<file path="config.mk">
export PLATFORM = sky130hd
export DESIGN_NAME = xmodem_checksum_receiver
export DESIGN_NICKNAME = d
export VERILOG_FILES = /design/src/hdl/xcr_pkg.sv /design/src/hdl/xcr_core.sv /design/src/hdl/xcr_out_fifo.sv /design/src/hdl/xmodem_checksum_receiver.sv
export SDC_FILE = /design/constraint.sdc
export NUM_CORES = 1
export LEC_CHECK = 0
export ABC_AREA = 1
export ABC_CLOCK_PERIOD_IN_PS = 10800
export BUFFER_PORTS_ARGS = -buffer_cell sky130_fd_sc_hd__buf_2
export CORE_MARGIN = 1
export CORE_UTILIZATION = 60
export DETAILED_ROUTE_END_ITERATION = 8
export GPL_TIMING_DRIVEN = 0
export PLACE_DENSITY = 0.79
export SLEW_MARGIN = 20
export SYNTH_ARGS = -nofsm -noshare
export SYNTH_HDL_FRONTEND = slang
export SYNTH_SLANG_ARGS = --single-unit
export TNS_END_PERCENT = 50
</file>
<file path="constraint.sdc">
create_clock -name clk_i -period 10.8 [get_ports clk_i]
set_input_delay 1.08 -clock clk_i [delete_from_list [all_inputs] [get_ports clk_i]]
set_output_delay 1.08 -clock clk_i [all_outputs]
set_load 0.05 [all_outputs]
</file>
<file path="src/hdl/xcr_pkg.sv">
`default_nettype none

package xcr_pkg;

  // Build defaults
  localparam int MaxBlockDef  = 1024;
  localparam int AddrBitsDef  = 24;
  localparam int ShortBlock   = 128;

  // Port field widths
  localparam int LimitW       = 21;
  localparam int OutAddrW     = 24;
  localparam logic [LimitW-1:0] LimitRst = LimitW'(65536);

  // Result queue depth (power of two, at least two)
  localparam int OutDepth     = 4;

  // Protocol bytes
  localparam logic [7:0] ChSoh = 8'h01;
  localparam logic [7:0] ChStx = 8'h02;
  localparam logic [7:0] ChEot = 8'h04;
  localparam logic [7:0] ChAck = 8'h06;
  localparam logic [7:0] ChNak = 8'h15;
  localparam logic [7:0] ChCan = 8'h18;

  typedef enum logic [2:0] {
    PhFirst   = 3'd0,
    PhHeader  = 3'd1,
    PhBlockNo = 3'd2,
    PhCompl   = 3'd3,
    PhData    = 3'd4,
    PhCheck   = 3'd5
  } phase_e;

  typedef enum logic [1:0] {
    KindTx      = 2'd0,
    KindPayload = 2'd1,
    KindEnd     = 2'd2
  } kind_e;

  typedef enum logic [1:0] {
    EndNone   = 2'd0,
    EndEot    = 2'd1,
    EndCancel = 2'd2
  } end_e;

  // One result beat
  typedef struct packed {
    kind_e                 kind;
    logic [7:0]            tx_byte;
    logic [7:0]            payload_byte;
    logic [OutAddrW-1:0]   payload_address;
    end_e                  end_code;
    logic [7:0]            block_number;
    logic                  last;
  } res_t;

  // Up to two results produced by one input beat
  typedef struct packed {
    logic v0;
    logic v1;
    res_t r0;
    res_t r1;
  } res_push_t;

endpackage

`default_nettype wire

</file>
<file path="src/hdl/xcr_core.sv">
`default_nettype none

module xcr_core #(
  parameter int MaxBlock = xcr_pkg::MaxBlockDef,
  parameter int AddrBits = xcr_pkg::AddrBitsDef
) (
  input  wire logic                      clk_i,
  input  wire logic                      rst_ni,
  input  wire logic                      accept_i,
  input  wire logic                      mode_i,
  input  wire logic [7:0]                rx_byte_i,
  input  wire logic                      cfg_we_i,
  input  wire logic [xcr_pkg::LimitW-1:0] cfg_wdata_i,
  output xcr_pkg::res_push_t             push_o
);
  import xcr_pkg::*;

  localparam int CntW = $clog2(MaxBlock + 1);
  localparam int CmpW = ((AddrBits > LimitW) ? AddrBits : LimitW) + 1;
  localparam int ExtW = (AddrBits > OutAddrW) ? AddrBits : OutAddrW;
  localparam logic [AddrBits-1:0] AddrMax = '1;

  phase_e               phase_q, phase_d;
  logic                 long_q, long_d;
  logic [CntW-1:0]      count_q, count_d;
  logic [7:0]           sum_q, sum_d;
  logic [AddrBits-1:0]  waddr_q, waddr_d;
  logic [7:0]           blk_q, blk_d;
  logic                 fin_q, fin_d;
  logic [LimitW-1:0]    limit_q;

  logic [CntW-1:0]      blk_len;
  logic [CntW-1:0]      count_inc;
  logic [AddrBits:0]    data_sum;
  logic [AddrBits-1:0]  data_addr;
  logic [ExtW-1:0]      data_addr_ext;
  logic [AddrBits:0]    adv_sum;
  logic                 crosses;
  res_t                 blank;

  // Block length, byte address and limit check
  always_comb begin
    blk_len       = long_q ? CntW'(MaxBlock) : CntW'(ShortBlock);
    count_inc     = count_q + 1'b1;
    data_sum      = {1'b0, waddr_q} + (AddrBits + 1)'(count_q);
    data_addr     = data_sum[AddrBits] ? AddrMax : data_sum[AddrBits-1:0];
    data_addr_ext = ExtW'(data_addr);
    adv_sum       = {1'b0, waddr_q} + (AddrBits + 1)'(blk_len);
    crosses       = (CmpW'(waddr_q) + CmpW'(blk_len)) > CmpW'(limit_q);
  end

  // Next state and results
  always_comb begin
    phase_d = phase_q;
    long_d  = long_q;
    count_d = count_q;
    sum_d   = sum_q;
    waddr_d = waddr_q;
    blk_d   = blk_q;
    fin_d   = fin_q;

    blank = '{kind: KindTx, tx_byte: 8'h00, payload_byte: 8'h00,
              payload_address: '0, end_code: EndNone,
              block_number: blk_q, last: 1'b1};
    push_o.v0 = 1'b0;
    push_o.v1 = 1'b0;
    push_o.r0 = blank;
    push_o.r1 = blank;

    if (accept_i && !fin_q) begin
      if (mode_i) begin
        if (phase_q == PhFirst) begin
          push_o.v0         = 1'b1;
          push_o.r0.tx_byte = ChNak;
        end
      end else begin
        case (phase_q)
          PhFirst, PhHeader: begin
            phase_d = PhHeader;
            if (rx_byte_i == ChCan || rx_byte_i == ChEot) begin
              fin_d              = 1'b1;
              push_o.v0          = 1'b1;
              push_o.r0.kind     = KindEnd;
              push_o.r0.end_code = (rx_byte_i == ChEot) ? EndEot : EndCancel;
            end else if (rx_byte_i == ChSoh || rx_byte_i == ChStx) begin
              long_d  = (rx_byte_i == ChStx);
              phase_d = PhBlockNo;
            end
          end
          PhBlockNo: begin
            blk_d   = rx_byte_i;
            phase_d = PhCompl;
          end
          PhCompl: begin
            sum_d   = 8'h00;
            count_d = '0;
            phase_d = PhData;
          end
          PhData: begin
            push_o.v0                 = 1'b1;
            push_o.r0.kind            = KindPayload;
            push_o.r0.payload_byte    = rx_byte_i;
            push_o.r0.payload_address = data_addr_ext[OutAddrW-1:0];
            sum_d   = sum_q + rx_byte_i;
            count_d = count_inc;
            if (count_inc >= blk_len) begin
              phase_d = PhCheck;
            end
          end
          PhCheck: begin
            push_o.v0 = 1'b1;
            if (rx_byte_i == sum_q) begin
              if (crosses) begin
                // cancel first, then acknowledge
                push_o.r0.tx_byte = ChCan;
                push_o.r0.last    = 1'b0;
                push_o.v1         = 1'b1;
                push_o.r1.tx_byte = ChAck;
              end else begin
                push_o.r0.tx_byte = ChAck;
              end
              waddr_d = adv_sum[AddrBits] ? AddrMax : adv_sum[AddrBits-1:0];
            end else begin
              push_o.r0.tx_byte = ChNak;
            end
            count_d = '0;
            sum_d   = 8'h00;
            phase_d = PhHeader;
          end
          default: begin
            phase_d = PhHeader;
          end
        endcase
      end
    end
  end

  // Transfer state
  always_ff @(posedge clk_i or negedge rst_ni) begin
    if (!rst_ni) begin
      phase_q <= PhFirst;
      long_q  <= 1'b0;
      count_q <= '0;
      sum_q   <= 8'h00;
      waddr_q <= '0;
      blk_q   <= 8'h00;
      fin_q   <= 1'b0;
    end else begin
      phase_q <= phase_d;
      long_q  <= long_d;
      count_q <= count_d;
      sum_q   <= sum_d;
      waddr_q <= waddr_d;
      blk_q   <= blk_d;
      fin_q   <= fin_d;
    end
  end

  // Flash limit register
  always_ff @(posedge clk_i or negedge rst_ni) begin
    if (!rst_ni) begin
      limit_q <= LimitRst;
    end else if (cfg_we_i) begin
      limit_q <= cfg_wdata_i;
    end
  end

endmodule

`default_nettype wire

</file>
<file path="src/hdl/xcr_out_fifo.sv">
`default_nettype none

module xcr_out_fifo (
  input  wire logic               clk_i,
  input  wire logic               rst_ni,
  input  wire xcr_pkg::res_push_t push_i,
  output logic                    room_o,
  output logic                    out_valid_o,
  input  wire logic               out_stall_i,
  output xcr_pkg::res_t           head_o
);
  import xcr_pkg::*;

  localparam int PtrW   = $clog2(OutDepth);
  localparam int CountW = $clog2(OutDepth + 1);

  res_t              mem_q [OutDepth];
  logic [PtrW-1:0]   wr_ptr_q, wr_ptr_d;
  logic [PtrW-1:0]   rd_ptr_q, rd_ptr_d;
  logic [CountW-1:0] count_q, count_d;
  logic [PtrW-1:0]   wr_ptr_nxt;
  logic              pop;
  logic [CountW-1:0] push_n;

  // Queue control
  always_comb begin
    pop        = (count_q != '0) && !out_stall_i;
    push_n     = CountW'(push_i.v0) + CountW'(push_i.v1);
    wr_ptr_nxt = wr_ptr_q + 1'b1;
    wr_ptr_d   = wr_ptr_q + PtrW'(push_n);
    rd_ptr_d   = pop ? PtrW'(rd_ptr_q + 1'b1) : rd_ptr_q;
    count_d    = count_q + push_n - CountW'(pop);
  end

  // One beat may bring two results, so keep two slots free
  assign room_o      = (count_q <= CountW'(OutDepth - 2));
  assign out_valid_o = (count_q != '0);
  assign head_o      = mem_q[rd_ptr_q];

  always_ff @(posedge clk_i or negedge rst_ni) begin
    if (!rst_ni) begin
      wr_ptr_q <= '0;
      rd_ptr_q <= '0;
      count_q  <= '0;
    end else begin
      wr_ptr_q <= wr_ptr_d;
      rd_ptr_q <= rd_ptr_d;
      count_q  <= count_d;
    end
  end

  // Result storage
  always_ff @(posedge clk_i) begin
    if (push_i.v0) begin
      mem_q[wr_ptr_q] <= push_i.r0;
    end
    if (push_i.v1) begin
      mem_q[wr_ptr_nxt] <= push_i.r1;
    end
  end

endmodule

`default_nettype wire

</file>
<file path="src/hdl/xmodem_checksum_receiver.sv">
`default_nettype none

// XMODEM checksum receiver: one received byte or poll tick per input beat.
// A result is registered in the result queue and offered on the output from there.
// Throughput: one input beat per cycle; a cancel-plus-ack answer takes two
// output beats, and input stalls while fewer than two result slots are free.
// Reset (async, active low): waiting for the first byte, flash limit 65536,
// address and block state zero, result queue empty.
module xmodem_checksum_receiver #(
  parameter int MaxBlock = xcr_pkg::MaxBlockDef,
  parameter int AddrBits = xcr_pkg::AddrBitsDef
) (
  input  wire logic                        clk_i,
  input  wire logic                        rst_ni,
  input  wire logic                        cfg_we_i,
  input  wire logic [xcr_pkg::LimitW-1:0]  cfg_wdata_i,
  input  wire logic                        in_valid_i,
  output logic                             in_stall_o,
  input  wire logic                        mode_i,
  input  wire logic [7:0]                  rx_byte_i,
  output logic                             out_valid_o,
  input  wire logic                        out_stall_i,
  output logic [1:0]                       kind_o,
  output logic [7:0]                       tx_byte_o,
  output logic [7:0]                       payload_byte_o,
  output logic [xcr_pkg::OutAddrW-1:0]     payload_address_o,
  output logic [1:0]                       end_code_o,
  output logic [7:0]                       block_number_o,
  output logic                             last_o
);
  import xcr_pkg::*;

  res_push_t push;
  res_t      head;
  logic      room;
  logic      accept;

  assign in_stall_o = !room;
  assign accept     = in_valid_i && room;

  xcr_core #(
    .MaxBlock (MaxBlock),
    .AddrBits (AddrBits)
  ) u_core (
    .clk_i       (clk_i),
    .rst_ni      (rst_ni),
    .accept_i    (accept),
    .mode_i      (mode_i),
    .rx_byte_i   (rx_byte_i),
    .cfg_we_i    (cfg_we_i),
    .cfg_wdata_i (cfg_wdata_i),
    .push_o      (push)
  );

  xcr_out_fifo u_out_fifo (
    .clk_i       (clk_i),
    .rst_ni      (rst_ni),
    .push_i      (push),
    .room_o      (room),
    .out_valid_o (out_valid_o),
    .out_stall_i (out_stall_i),
    .head_o      (head)
  );

  // Result beat fields
  assign kind_o            = head.kind;
  assign tx_byte_o         = head.tx_byte;
  assign payload_byte_o    = head.payload_byte;
  assign payload_address_o = head.payload_address;
  assign end_code_o        = head.end_code;
  assign block_number_o    = head.block_number;
  assign last_o            = head.last;

endmodule

`default_nettype wire
</file>
Word level (Yosys, flattened, before mapping)
Memory sizes are Yosys's and may differ from the RTL's.
Cells that the tools add are included.
Storage, ports and cells
  register bits after elaboration: 84
  bits in latches: 0
  RAM bits: 212
  bits in read-only memories: 0
  bits of input ports: 35
  output and inout bits: 55
  word-level logic and storage cells: 102
  memories: 1
Operators by class
  add/subtract/negate cells: 10
  $mul: 0
  div/mod/pow operators: 0
  order comparisons: 3
  eq/ne operators: 11
  shift-type cells: 0
  mux-type cells: 44
  bitwise gates (word level): 2
  reduce and logical (&&, ||, !) cells: 20
Memory list
  u_out_fifo.mem_q: depth 4, width 53, read ports 1, clocked after Yosys merged registers in 0, wr ports 2, line xcr_out_fifo.sv:17  | res_t mem_q [OutDepth];
Operators with widths (number)
  8-bit 2-to-1 mux: 7
  24-bit by 11-bit adder with 25-bit output: 2
  24-bit 2-to-1 mux: 2
  46-bit 2-to-1 mux: 1
  34-bit 2-to-1 mux: 1
  32-bit 2-to-1 mux: 1
  25-bit by 21-bit greater-than comparator with 1-bit output: 1
  11-bit one-hot mux with 2 select lines: 1
  8-bit one-hot mux with 2 select lines: 1
  1-bit 2-to-1 mux: 15
  3-bit 2-to-1 mux: 4
  3-bit one-hot mux with 4 select lines: 1
  11-bit by 1-bit adder with 11-bit output (second input constant): 1
  11-bit >= comparator: 1
  11-bit 2-to-1 mux: 1
  2-bit 2-to-1 mux: 5
  5-bit 2-to-1 mux: 2
  3-bit AND reduction: 3
  8-bit adder: 1
  8-bit by 1-bit == test with 1-bit output (second input constant): 1
  8-bit by 2-bit == test with 1-bit output (second input constant): 1
  8-bit by 3-bit == test with 1-bit output (second input constant): 1
  8-bit by 5-bit == test with 1-bit output (second input constant): 1
  8-bit == test: 1
  22 further kinds: 34

Depth between registers and ports, before layout
Gate-level depths: netlist of run 1.
  depth in word-level cells: 11
  mapped depth: 26

Hierarchy
Synthesis of run 1 repeated with hierarchy kept, for this count alone.
Second synthesis, totals
  cell total of the unflattened synthesis: 2154
  area total of the unflattened synthesis: 17251.5 µm²
Modules (own cells, without submodules)
  xcr_out_fifo: times used 1, cells each 1255, area each 11038.1 µm², sequential area each 6541.3 µm²
  xcr_core: times used 1, cells each 896, area each 6202.2 µm², sequential area each 1778.0 µm²
  xmodem_checksum_receiver: times used 1, cells each 3, area each 11.3 µm², sequential area each 0.0 µm²

Least setup slack after synthesis of run 1
No wires, ideal clock.
  path kind: flip-flop to flip-flop
  start point: register u_core.long_q
  end point: register u_out_fifo.count_q[2]
  library setup time: 0.123 ns
  arrival: 3.543 ns
  required time: 10.677 ns
  setup slack: 7.135 ns
  cell stages (with the launch flop): 25
  cell sequence: dfrtp_1 -> inv_1 -> ha_1 -> nand3_1 -> o21ai_2 -> nand2_1 -> xor2_1 -> inv_1 -> ha_1 -> nand2_1 -> nor3_1 -> nand2_1 -> nand2_1 -> nand2_1 -> nand2_1 -> nand2_1 -> nand2_4 -> nand2_2 -> inv_1 -> ha_1 -> inv_1 -> ha_1 -> inv_1 -> fa_1 -> xnor2_1
Between the ends
  longest elaborated chain between the ends: 11
Ends and longest elaborated chain
  start, declared: line xcr_core.sv:24  | logic long_q, long_d;
  start signal, assigned: line xcr_core.sv:150  | long_q <= long_d;
  11-bit 2-to-1 mux: line xcr_core.sv:43  | blk_len = long_q ? CntW'(MaxBlock) : CntW'(ShortBlock);
  24-bit by 11-bit adder with 25-bit output: line xcr_core.sv:49  | crosses = (CmpW'(waddr_q) + CmpW'(blk_len)) > CmpW'(limit_q);
  25-bit by 21-bit greater-than comparator with 1-bit output: line xcr_core.sv:49
  1-bit 2-to-1 mux: line xcr_core.sv:113  | if (crosses) begin
  1-bit 2-to-1 mux: line xcr_core.sv:112  | if (rx_byte_i == sum_q) begin
  1-bit 2-to-1 mux: line xcr_core.sv:77  | case (phase_q)
  3-bit 2-to-1 mux: line xcr_core.sv:71  | if (mode_i) begin
  46-bit 2-to-1 mux: line xcr_core.sv:70  | if (accept_i && !fin_q) begin
  1-bit by 1-bit adder with 2-bit output: line xcr_out_fifo.sv:28  | push_n = CountW'(push_i.v0) + CountW'(push_i.v1);
  3-bit adder: line xcr_out_fifo.sv:32  | count_d = count_q + push_n - CountW'(pop);
  3-bit by 1-bit subtractor with 3-bit output: line xcr_out_fifo.sv:32
  via u_out_fifo.count_d[2]: line xcr_out_fifo.sv:20  | logic [CountW-1:0] count_q, count_d;
  end signal, assigned: line xcr_out_fifo.sv:48  | count_q <= count_d;
  end, declared: line xcr_out_fifo.sv:20
The timed path passes the listed nets, and every way through them passes these cells.
A chain may end at the register's enable or synchronous reset.

Final worst setup path of run 1
Same ends and word-level chain as after synthesis.

==> impl_metrics.env, run 1 <==
export IMPL_status="completed"
export IMPL_final_max_slew_viol_count=0
export IMPL_chipWidth_um=158
export IMPL_clock_tree_htree_level_count=1
export IMPL_yosysSeqAreaShare_pct=43.6
export IMPL_synth_async_reset_ratio_pct=28.1
export IMPL_startpoint_type="register"
export IMPL_yosysWarningCount=0
export IMPL_die_h_um=158
export IMPL_starting_utilization_of_the_core_area_pct=61.6
export IMPL_setup_violations=0
export IMPL_endpoint_kind="register"
export IMPL_yosys_register_bits=278
export IMPL_worst_ir_drop_vdd_mv=0.141
export IMPL_detailroute_via_count=14100
export IMPL_drt_first_pass_iters=6
export IMPL_worst_path_buf_inv=3
export IMPL_finalHoldViolCount=0
export IMPL_synthToLayoutAreaGrowth_pct=12.9
export IMPL_critical_path_top_cell_by_count="sky130_fd_sc_hd__ha_1"
export IMPL_crit_fanout=8
export IMPL_grt_remaining_overflow=0
export IMPL_mappedNetlistArea_sq_um=14600
export IMPL_placement_io_buffers=86
export IMPL_cap_violations=0
export IMPL_leakage_nw=8.07
export IMPL_detail_route_drc_violations=0
export IMPL_ys_top_cells_by_area="sky130_fd_sc_hd__dfxtp_1 22%, sky130_fd_sc_hd__dfrtp_1 13%, sky130_fd_sc_hd__nand2_1 10%"
export IMPL_tritoncts_num_buffers=30
export IMPL_synth_enable_flop_cells=40
export IMPL_mean_number_of_vias_per_cell=5.78
export IMPL_top_library_cells_by_usage_in_the_layout_fill_and_taps_aside="399 x sky130_fd_sc_hd__nand2_1, 317 x sky130_fd_sc_hd__nor2_1, 220 x sky130_fd_sc_hd__o21ai_0"
export IMPL_placement_rows=56
export IMPL_grt_usage_pct=35.9
export IMPL_cts_sink_count=278
export IMPL_design_portCount=90
export IMPL_tritoncts="done"
export IMPL_postRouteAntennaNets=0
export IMPL_syn_area_per_cell_sq_um=7.36
export IMPL_clock_insertion_delay_worst_skew_ns=0.56
export IMPL_path_clk_slew_ns=0.06
export IMPL_worstHoldPathType="input port to asynchronous set/reset pin"
export IMPL_first_global_vias=13100
export IMPL_power_density_cell_area_nw_per_um2=203
export IMPL_timing_reg2reg_setup_slack_ns=6.28
export IMPL_antenna_found_initial=0
export IMPL_number_of_hold_buffers_added_after_cts=0
export IMPL_design_final_nets=2190
export IMPL_slowest_stage="sky130_fd_sc_hd__dfrtp_1"
export IMPL_drt_initial_drc_count=1566
export IMPL_max_stage_delay_ns=0.45
export IMPL_timing_worst_slew_pin_value_ns=1.12
export IMPL_crit_chain="inv_1, ha_1, nand3_1, o21ai_2, nand2_1, nor2_1, xor2_1, inv_1, ha_1, a21oi_1, nor2_1, a211oi_1, nand2_1, nand2_1, nand2_4, nand2_2, inv_1, ha_1, ha_1, fa_1, xnor2_1"
export IMPL_first_pass_grt_wire_length_mm=69.1
export IMPL_slew_headroom_pct=24.9
export IMPL_synth_largest_area_cell="sky130_fd_sc_hd__dfxtp_1"
export IMPL_wirelength_mm=44.5
export IMPL_layoutNonFillerInstCount=2445
export IMPL_mostFrequentLayoutCell="sky130_fd_sc_hd__nand2_1"
export IMPL_cts_root_buffer_cell="sky130_fd_sc_hd__clkbuf_16"
export IMPL_path_class="register to register"
export IMPL_final_min_period_over_clock_period_pct=41.9
export IMPL_fin_total_pwr_mw=3.35
export IMPL_gp_congestion=0.988
export IMPL_grt_start_max_net_pins=58
export IMPL_die_area_sq_um=24900
export IMPL_clock_skew_ns=0.0162
export IMPL_worst_endpoint_arrival_ns=4.97
export IMPL_setup_tns_final_ns=0
export IMPL_post_cts_sizing=0
export IMPL_dominant_delay_contributor_by_cell_family_on_the_critical_path="adder cells"
export IMPL_unrepaired_setup_endpoints_after_global_routing="no"
export IMPL_fin_crit_ns=4.52
export IMPL_worst_ep_required_time_ns=11.24
export IMPL_cts_post_setup_buffers_inserted=0
export IMPL_dp_final_hpwl_mm=31.3
export IMPL_synth_largest_type_area_fraction_pct=22.0
export IMPL_synth_cell_types=54
export IMPL_clockBufferDepth=3
export IMPL_core_area_sq_um=23700
export IMPL_synthesis_instances=1981
export IMPL_peak_freq_mhz=221
export IMPL_detail_route_wl_per_cell_um=18.2
export IMPL_final_layout_size_suffix_gt1_share_pct=10.1
export IMPL_inst_count_dp=2389
export IMPL_synth_ff_type="sky130_fd_sc_hd__dfxtp_1"
[sequential cells by signal, summed over array words and instances, names as in the netlist]
name	count
u_out_fifo.wr_ptr_q	2
u_core.long_q	1
u_core.fin_q	1
u_core.sum_q	8
u_out_fifo.rd_ptr_q	2
u_out_fifo.mem_q	200
u_core.phase_q	3
u_core.blk_q	8
u_out_fifo.count_q	3
u_core.limit_q	21
u_core.waddr_q	18
u_core.count_q	11
[cells in the mapped netlist, drive strengths merged, types with 3 or more instances]
library cell,instances
dfxtp,160
a22oi,9
nand4,8
ha,50
inv,212
clkbuf,59
or2,5
o22a,3
buf,42
nor4,6
xor2,24
o21ai,280
nand3,65
dfrtp,77
edfxtp,40
a21oi,94
nand2,407
nor3,12
o211ai,6
xnor2,8
nand3b,3
and2,5
nor2,326
fa,3
o22ai,61
[through the flow]
stage | hold slack (ns) | cell area [sq um] | utilization [%] | setup WS, ns
detailed placement | 0.441 | 15500 | 65.3 | 6.35
finish | 0.423 | 16500 | 69.5 | 6.28
global route | 0.426 | 16500 | 69.5 | 5.89
floorplan | 0.422 | 14600 | - | 7.13
CTS | 0.409 | 16500 | 69.5 | 6.32
global placement | 0.435 | 15400 | 65.1 | 6.38
[where the power goes]
part | switching, mW | internal, mW | total (mW)
Clock | 0.443 | 0.621 | 1.06
Combinational | 0.941 | 0.259 | 1.20
Sequential | 0.0150 | 1.07 | 1.08
Total | 1.40 | 1.95 | 3.35
[layer usage]
metal  global-route usage [%]  vias to the layer above  part of all wire [%]  wire length [um]
li1                         -                     6714                     -                 -
met1                     48.1                     6562                    41             18300
met2                     58.2                      743                    45             20200
met3                     6.49                      121                    10              4530
met4                     12.9                        0                   3.4              1500
met5                        0                        -                     0                 0
[worst register-to-register path, delay by kind of cell (launching register included)]
kind | cells | cell delay, ns
buf+inv | 3 | 0.29
xor+xnor | 2 | 0.35
flops | 1 | 0.45
fa+ha+maj | 5 | 1.39
simple gates | 8 | 1.25
compound gates | 3 | 0.69
[logic make-up (layout without fill, tap and decap cells)]
kind of cell,count (synthesis),count (layout),share of synthesized area (%)
AND/OR/NAND/NOR,838,838,23.7
AO/OA/AOI/OAI,463,463,17.0
buffers and inverters,315,457,8.97
flip-flops,278,278,43.6
adder cells (fa/ha/maj),53,53,4.70
XOR/XNOR,32,32,1.97
other,1,4,0.0257
multiplexers,1,1,0.0772
[final cells by class]
cell class              instances  area [sq um]
fillers                      2062          7210
inverters                     214           803
repair buffers                 87           460
diodes                          1          2.50
multi-input cells            1390          6930
flip-flops and latches        278          6360
clock buffers                  43           851
clock inverters                12           163
well taps                     319           399
plain buffers                 101           505
[worst paths after layout]
| check | from | to | cells past startpoint |
|---|---|---|---|
| setup / recovery | u_core.long_q$_DFFE_PN0P_ | u_out_fifo.count_q[2]$_DFF_PN0_ | 21 |
| hold / removal | rst_ni | u_core.limit_q[14]$_DFFE_PN0P_ | 1 |
| setup reg to reg | u_core.long_q$_DFFE_PN0P_ | u_out_fifo.count_q[2]$_DFF_PN0_ | 21 |
| hold reg to reg | u_core.fin_q$_DFFE_PN0P_ | u_core.fin_q$_DFFE_PN0P_ | 2 |
| max in group asynchronous | rst_ni | u_out_fifo.wr_ptr_q[1]$_DFF_PN0_ | 2 |
| min in group clk_i | u_core.fin_q$_DFFE_PN0P_ | u_core.fin_q$_DFFE_PN0P_ | 2 |
Power figures use the tool's default switching activity.
==> run 2: changes to the inputs <==
--- a/config.mk
+++ b/config.mk
@@ -6,7 +6,7 @@
 export NUM_CORES = 1
 export LEC_CHECK = 0
 export ABC_AREA = 1
-export ABC_CLOCK_PERIOD_IN_PS = 10800
+export ABC_CLOCK_PERIOD_IN_PS = 4450
 export BUFFER_PORTS_ARGS = -buffer_cell sky130_fd_sc_hd__buf_2
 export CORE_MARGIN = 1
 export CORE_UTILIZATION = 60
==> constraint.sdc (replaced) <==
create_clock -name clk_i -period 4.45 [get_ports clk_i]
set_input_delay 0.445 -clock clk_i [delete_from_list [all_inputs] [get_ports clk_i]]
set_output_delay 0.445 -clock clk_i [all_outputs]
set_load 0.05 [all_outputs]
==> impl_metrics.env, run 2 (synthesis gave the netlist of run 1 again) <==
export IMPL_status="completed"
export IMPL_drt_first_pass_iters=6
export IMPL_slew_headroom_pct=28.5
export IMPL_grt_usage_pct=35.9
export IMPL_clock_insertion_delay_worst_skew_ns=0.56
export IMPL_final_layout_size_suffix_gt1_share_pct=10.5
export IMPL_top_registers="u_out_fifo.mem_q x200, u_core.limit_q x21, u_core.waddr_q x18"
export IMPL_leakage_nw=8.09
export IMPL_startpoint_type="register"
export IMPL_worst_endpoint_arrival_ns=4.67
export IMPL_cts_root_buffer_cell="sky130_fd_sc_hd__clkbuf_16"
export IMPL_first_pass_grt_wire_length_mm=69.1
export IMPL_top_library_cells_by_usage_in_the_layout_fill_and_taps_aside="397 x sky130_fd_sc_hd__nand2_1, 316 x sky130_fd_sc_hd__nor2_1, 219 x sky130_fd_sc_hd__o21ai_0"
export IMPL_tritoncts_num_buffers=30
export IMPL_wirelength_mm=44.8
export IMPL_placement_io_buffers=86
export IMPL_detail_route_wl_per_cell_um=18.3
export IMPL_final_util_pct=69.9
export IMPL_layoutNonFillerInstCount=2447
export IMPL_design_final_nets=2193
export IMPL_holdWs_ns=0.0904
export IMPL_starting_utilization_of_the_core_area_pct=61.6
export IMPL_first_global_vias=13100
export IMPL_antenna_cells_inserted=0
export IMPL_cell_area_placed_sq_um=15500
export IMPL_largest_register="u_out_fifo.mem_q"
export IMPL_inst_count_dp=2389
export IMPL_clock_skew_ns=0.0151
export IMPL_grt_remaining_overflow=0
export IMPL_finish_instance_area_sq_um=16600
export IMPL_final_max_slew_viol_count=0
export IMPL_core_area_sq_um=23700
export IMPL_pre_cts_slack_ns=0.00423
export IMPL_drt_initial_drc_count=1730
export IMPL_design_portCount=90
export IMPL_worstHoldPathType="input port to register"
export IMPL_worst_ir_drop_vdd_mv=0.342
export IMPL_cap_violations=0
export IMPL_final_min_period_over_clock_period_pct=94.9
export IMPL_setup_tns_final_ns=0
export IMPL_fin_total_pwr_mw=8.13
export IMPL_final_setup_worst_slack_ns=0.228
export IMPL_cts_sink_count=278
export IMPL_tritoncts="done"
export IMPL_synthToLayoutAreaGrowth_pct=13.5
export IMPL_die_area_sq_um=24900
export IMPL_endpoint_kind="register"
export IMPL_postRouteAntennaNets=0
export IMPL_mean_number_of_vias_per_cell=5.77
export IMPL_chipWidth_um=158
export IMPL_grt_start_max_net_pins=58
export IMPL_antenna_found_initial=0
export IMPL_path_clk_slew_ns=0.06
export IMPL_clock_tree_htree_level_count=1
export IMPL_mostFrequentLayoutCell="sky130_fd_sc_hd__nand2_1"
export IMPL_clockBufferDepth=3
export IMPL_power_density_cell_area_nw_per_um2=491
export IMPL_die_h_um=158
export IMPL_placement_rows=56
export IMPL_dp_final_hpwl_mm=31.3
export IMPL_gp_congestion=0.988
export IMPL_worst_ep_required_time_ns=4.89
export IMPL_detailroute_via_count=14100
export IMPL_finalHoldViolCount=0
export IMPL_timing_worst_slew_pin_value_ns=1.06
export IMPL_fin_crit_ns=4.22
export IMPL_path_class="register to register"
export IMPL_peak_freq_mhz=237
export IMPL_setup_violations=0
export IMPL_crit_fanout=8
export IMPL_detail_route_drc_violations=0
export IMPL_largest_register_ffs=200
run 2: cell types whose count changed in the layout (fill, tap and decap cells not counted), sizes merged:
cell / delta
buf: +2
dlygate4sd3: +1
diode: -1
run 2: area by class of cell:
type	instances	area, sq um
Inverter	214	803
Timing Repair Buffer	90	485
Fill cell	2060	7120
Tap cell	319	399
Clock buffer	43	851
Buffer	101	505
Clock inverter	12	163
Multi-Input combinational cell	1390	7000
Sequential cell	278	6360
run 2: layer usage:
metal  routed length (um)  part of all wire, %  vias to the layer above  global-route usage, %
li1                     -                    -                     6718                      -
met1                18400                   41                     6539                   47.9
met2                20300                   45                      742                   58.0
met3                 4570                   10                      119                   6.54
met4                 1510                  3.4                        0                   13.3
met5                    0                    0                        -                      0
run 2: critical path: stages (launching register included):
cell and delay (ns):
sky130_fd_sc_hd__dfrtp_1 0.44, sky130_fd_sc_hd__inv_1 0.15, sky130_fd_sc_hd__ha_1 0.20, sky130_fd_sc_hd__nand3_1 0.19
sky130_fd_sc_hd__o21ai_4 0.24, sky130_fd_sc_hd__nand2_1 0.14, sky130_fd_sc_hd__nor2_1 0.14, sky130_fd_sc_hd__xor2_1 0.22
sky130_fd_sc_hd__inv_1 0.07, sky130_fd_sc_hd__ha_1 0.29, sky130_fd_sc_hd__a21oi_1 0.14, sky130_fd_sc_hd__nor2_1 0.07
sky130_fd_sc_hd__a211oi_2 0.19, sky130_fd_sc_hd__nand2_1 0.13, sky130_fd_sc_hd__nand2_4 0.15, sky130_fd_sc_hd__nand2_8 0.11
sky130_fd_sc_hd__nand2_4 0.13, sky130_fd_sc_hd__inv_1 0.06, sky130_fd_sc_hd__ha_1 0.32, sky130_fd_sc_hd__ha_1 0.20
sky130_fd_sc_hd__fa_1 0.38, sky130_fd_sc_hd__xnor2_1 0.14
run 2: final timing paths:
path,from,endpoint,slack (ns),depth (start not counted)
worst min-delay path,cfg_wdata_i[2],u_core.limit_q[2]$_DFFE_PN0P_,0.09,3
min in group asynchronous,rst_ni,u_core.limit_q[14]$_DFFE_PN0P_,0.33,2
worst max register to register,u_core.long_q$_DFFE_PN0P_,u_out_fifo.count_q[2]$_DFF_PN0_,0.23,21
worst max-delay path,u_core.long_q$_DFFE_PN0P_,u_out_fifo.count_q[2]$_DFF_PN0_,0.23,21
max in group asynchronous,rst_ni,u_out_fifo.rd_ptr_q[0]$_DFFE_PN0P_,3.51,3
worst min register to register,u_core.fin_q$_DFFE_PN0P_,u_core.fin_q$_DFFE_PN0P_,0.45,2
run 2: repair_timing:
action                                  4_1_cts  5_1_grt
hold buffers                                  1        0
pin swaps                                     0        1
endpoints found under the hold margin        20        0
buffers inserted                              0        2
gates resized for setup                       1       12
endpoints found under the setup margin        1        7
run 2: power breakdown:
part | total [mW] | switching (mW) | internal (mW) | leakage (nW)
clock network | 2.58 | 1.07 | 1.51 | 0.488
registers | 2.63 | 0.0355 | 2.59 | 2.48
logic | 2.92 | 2.29 | 0.630 | 5.12
total | 8.13 | 3.40 | 4.73 | 8.09
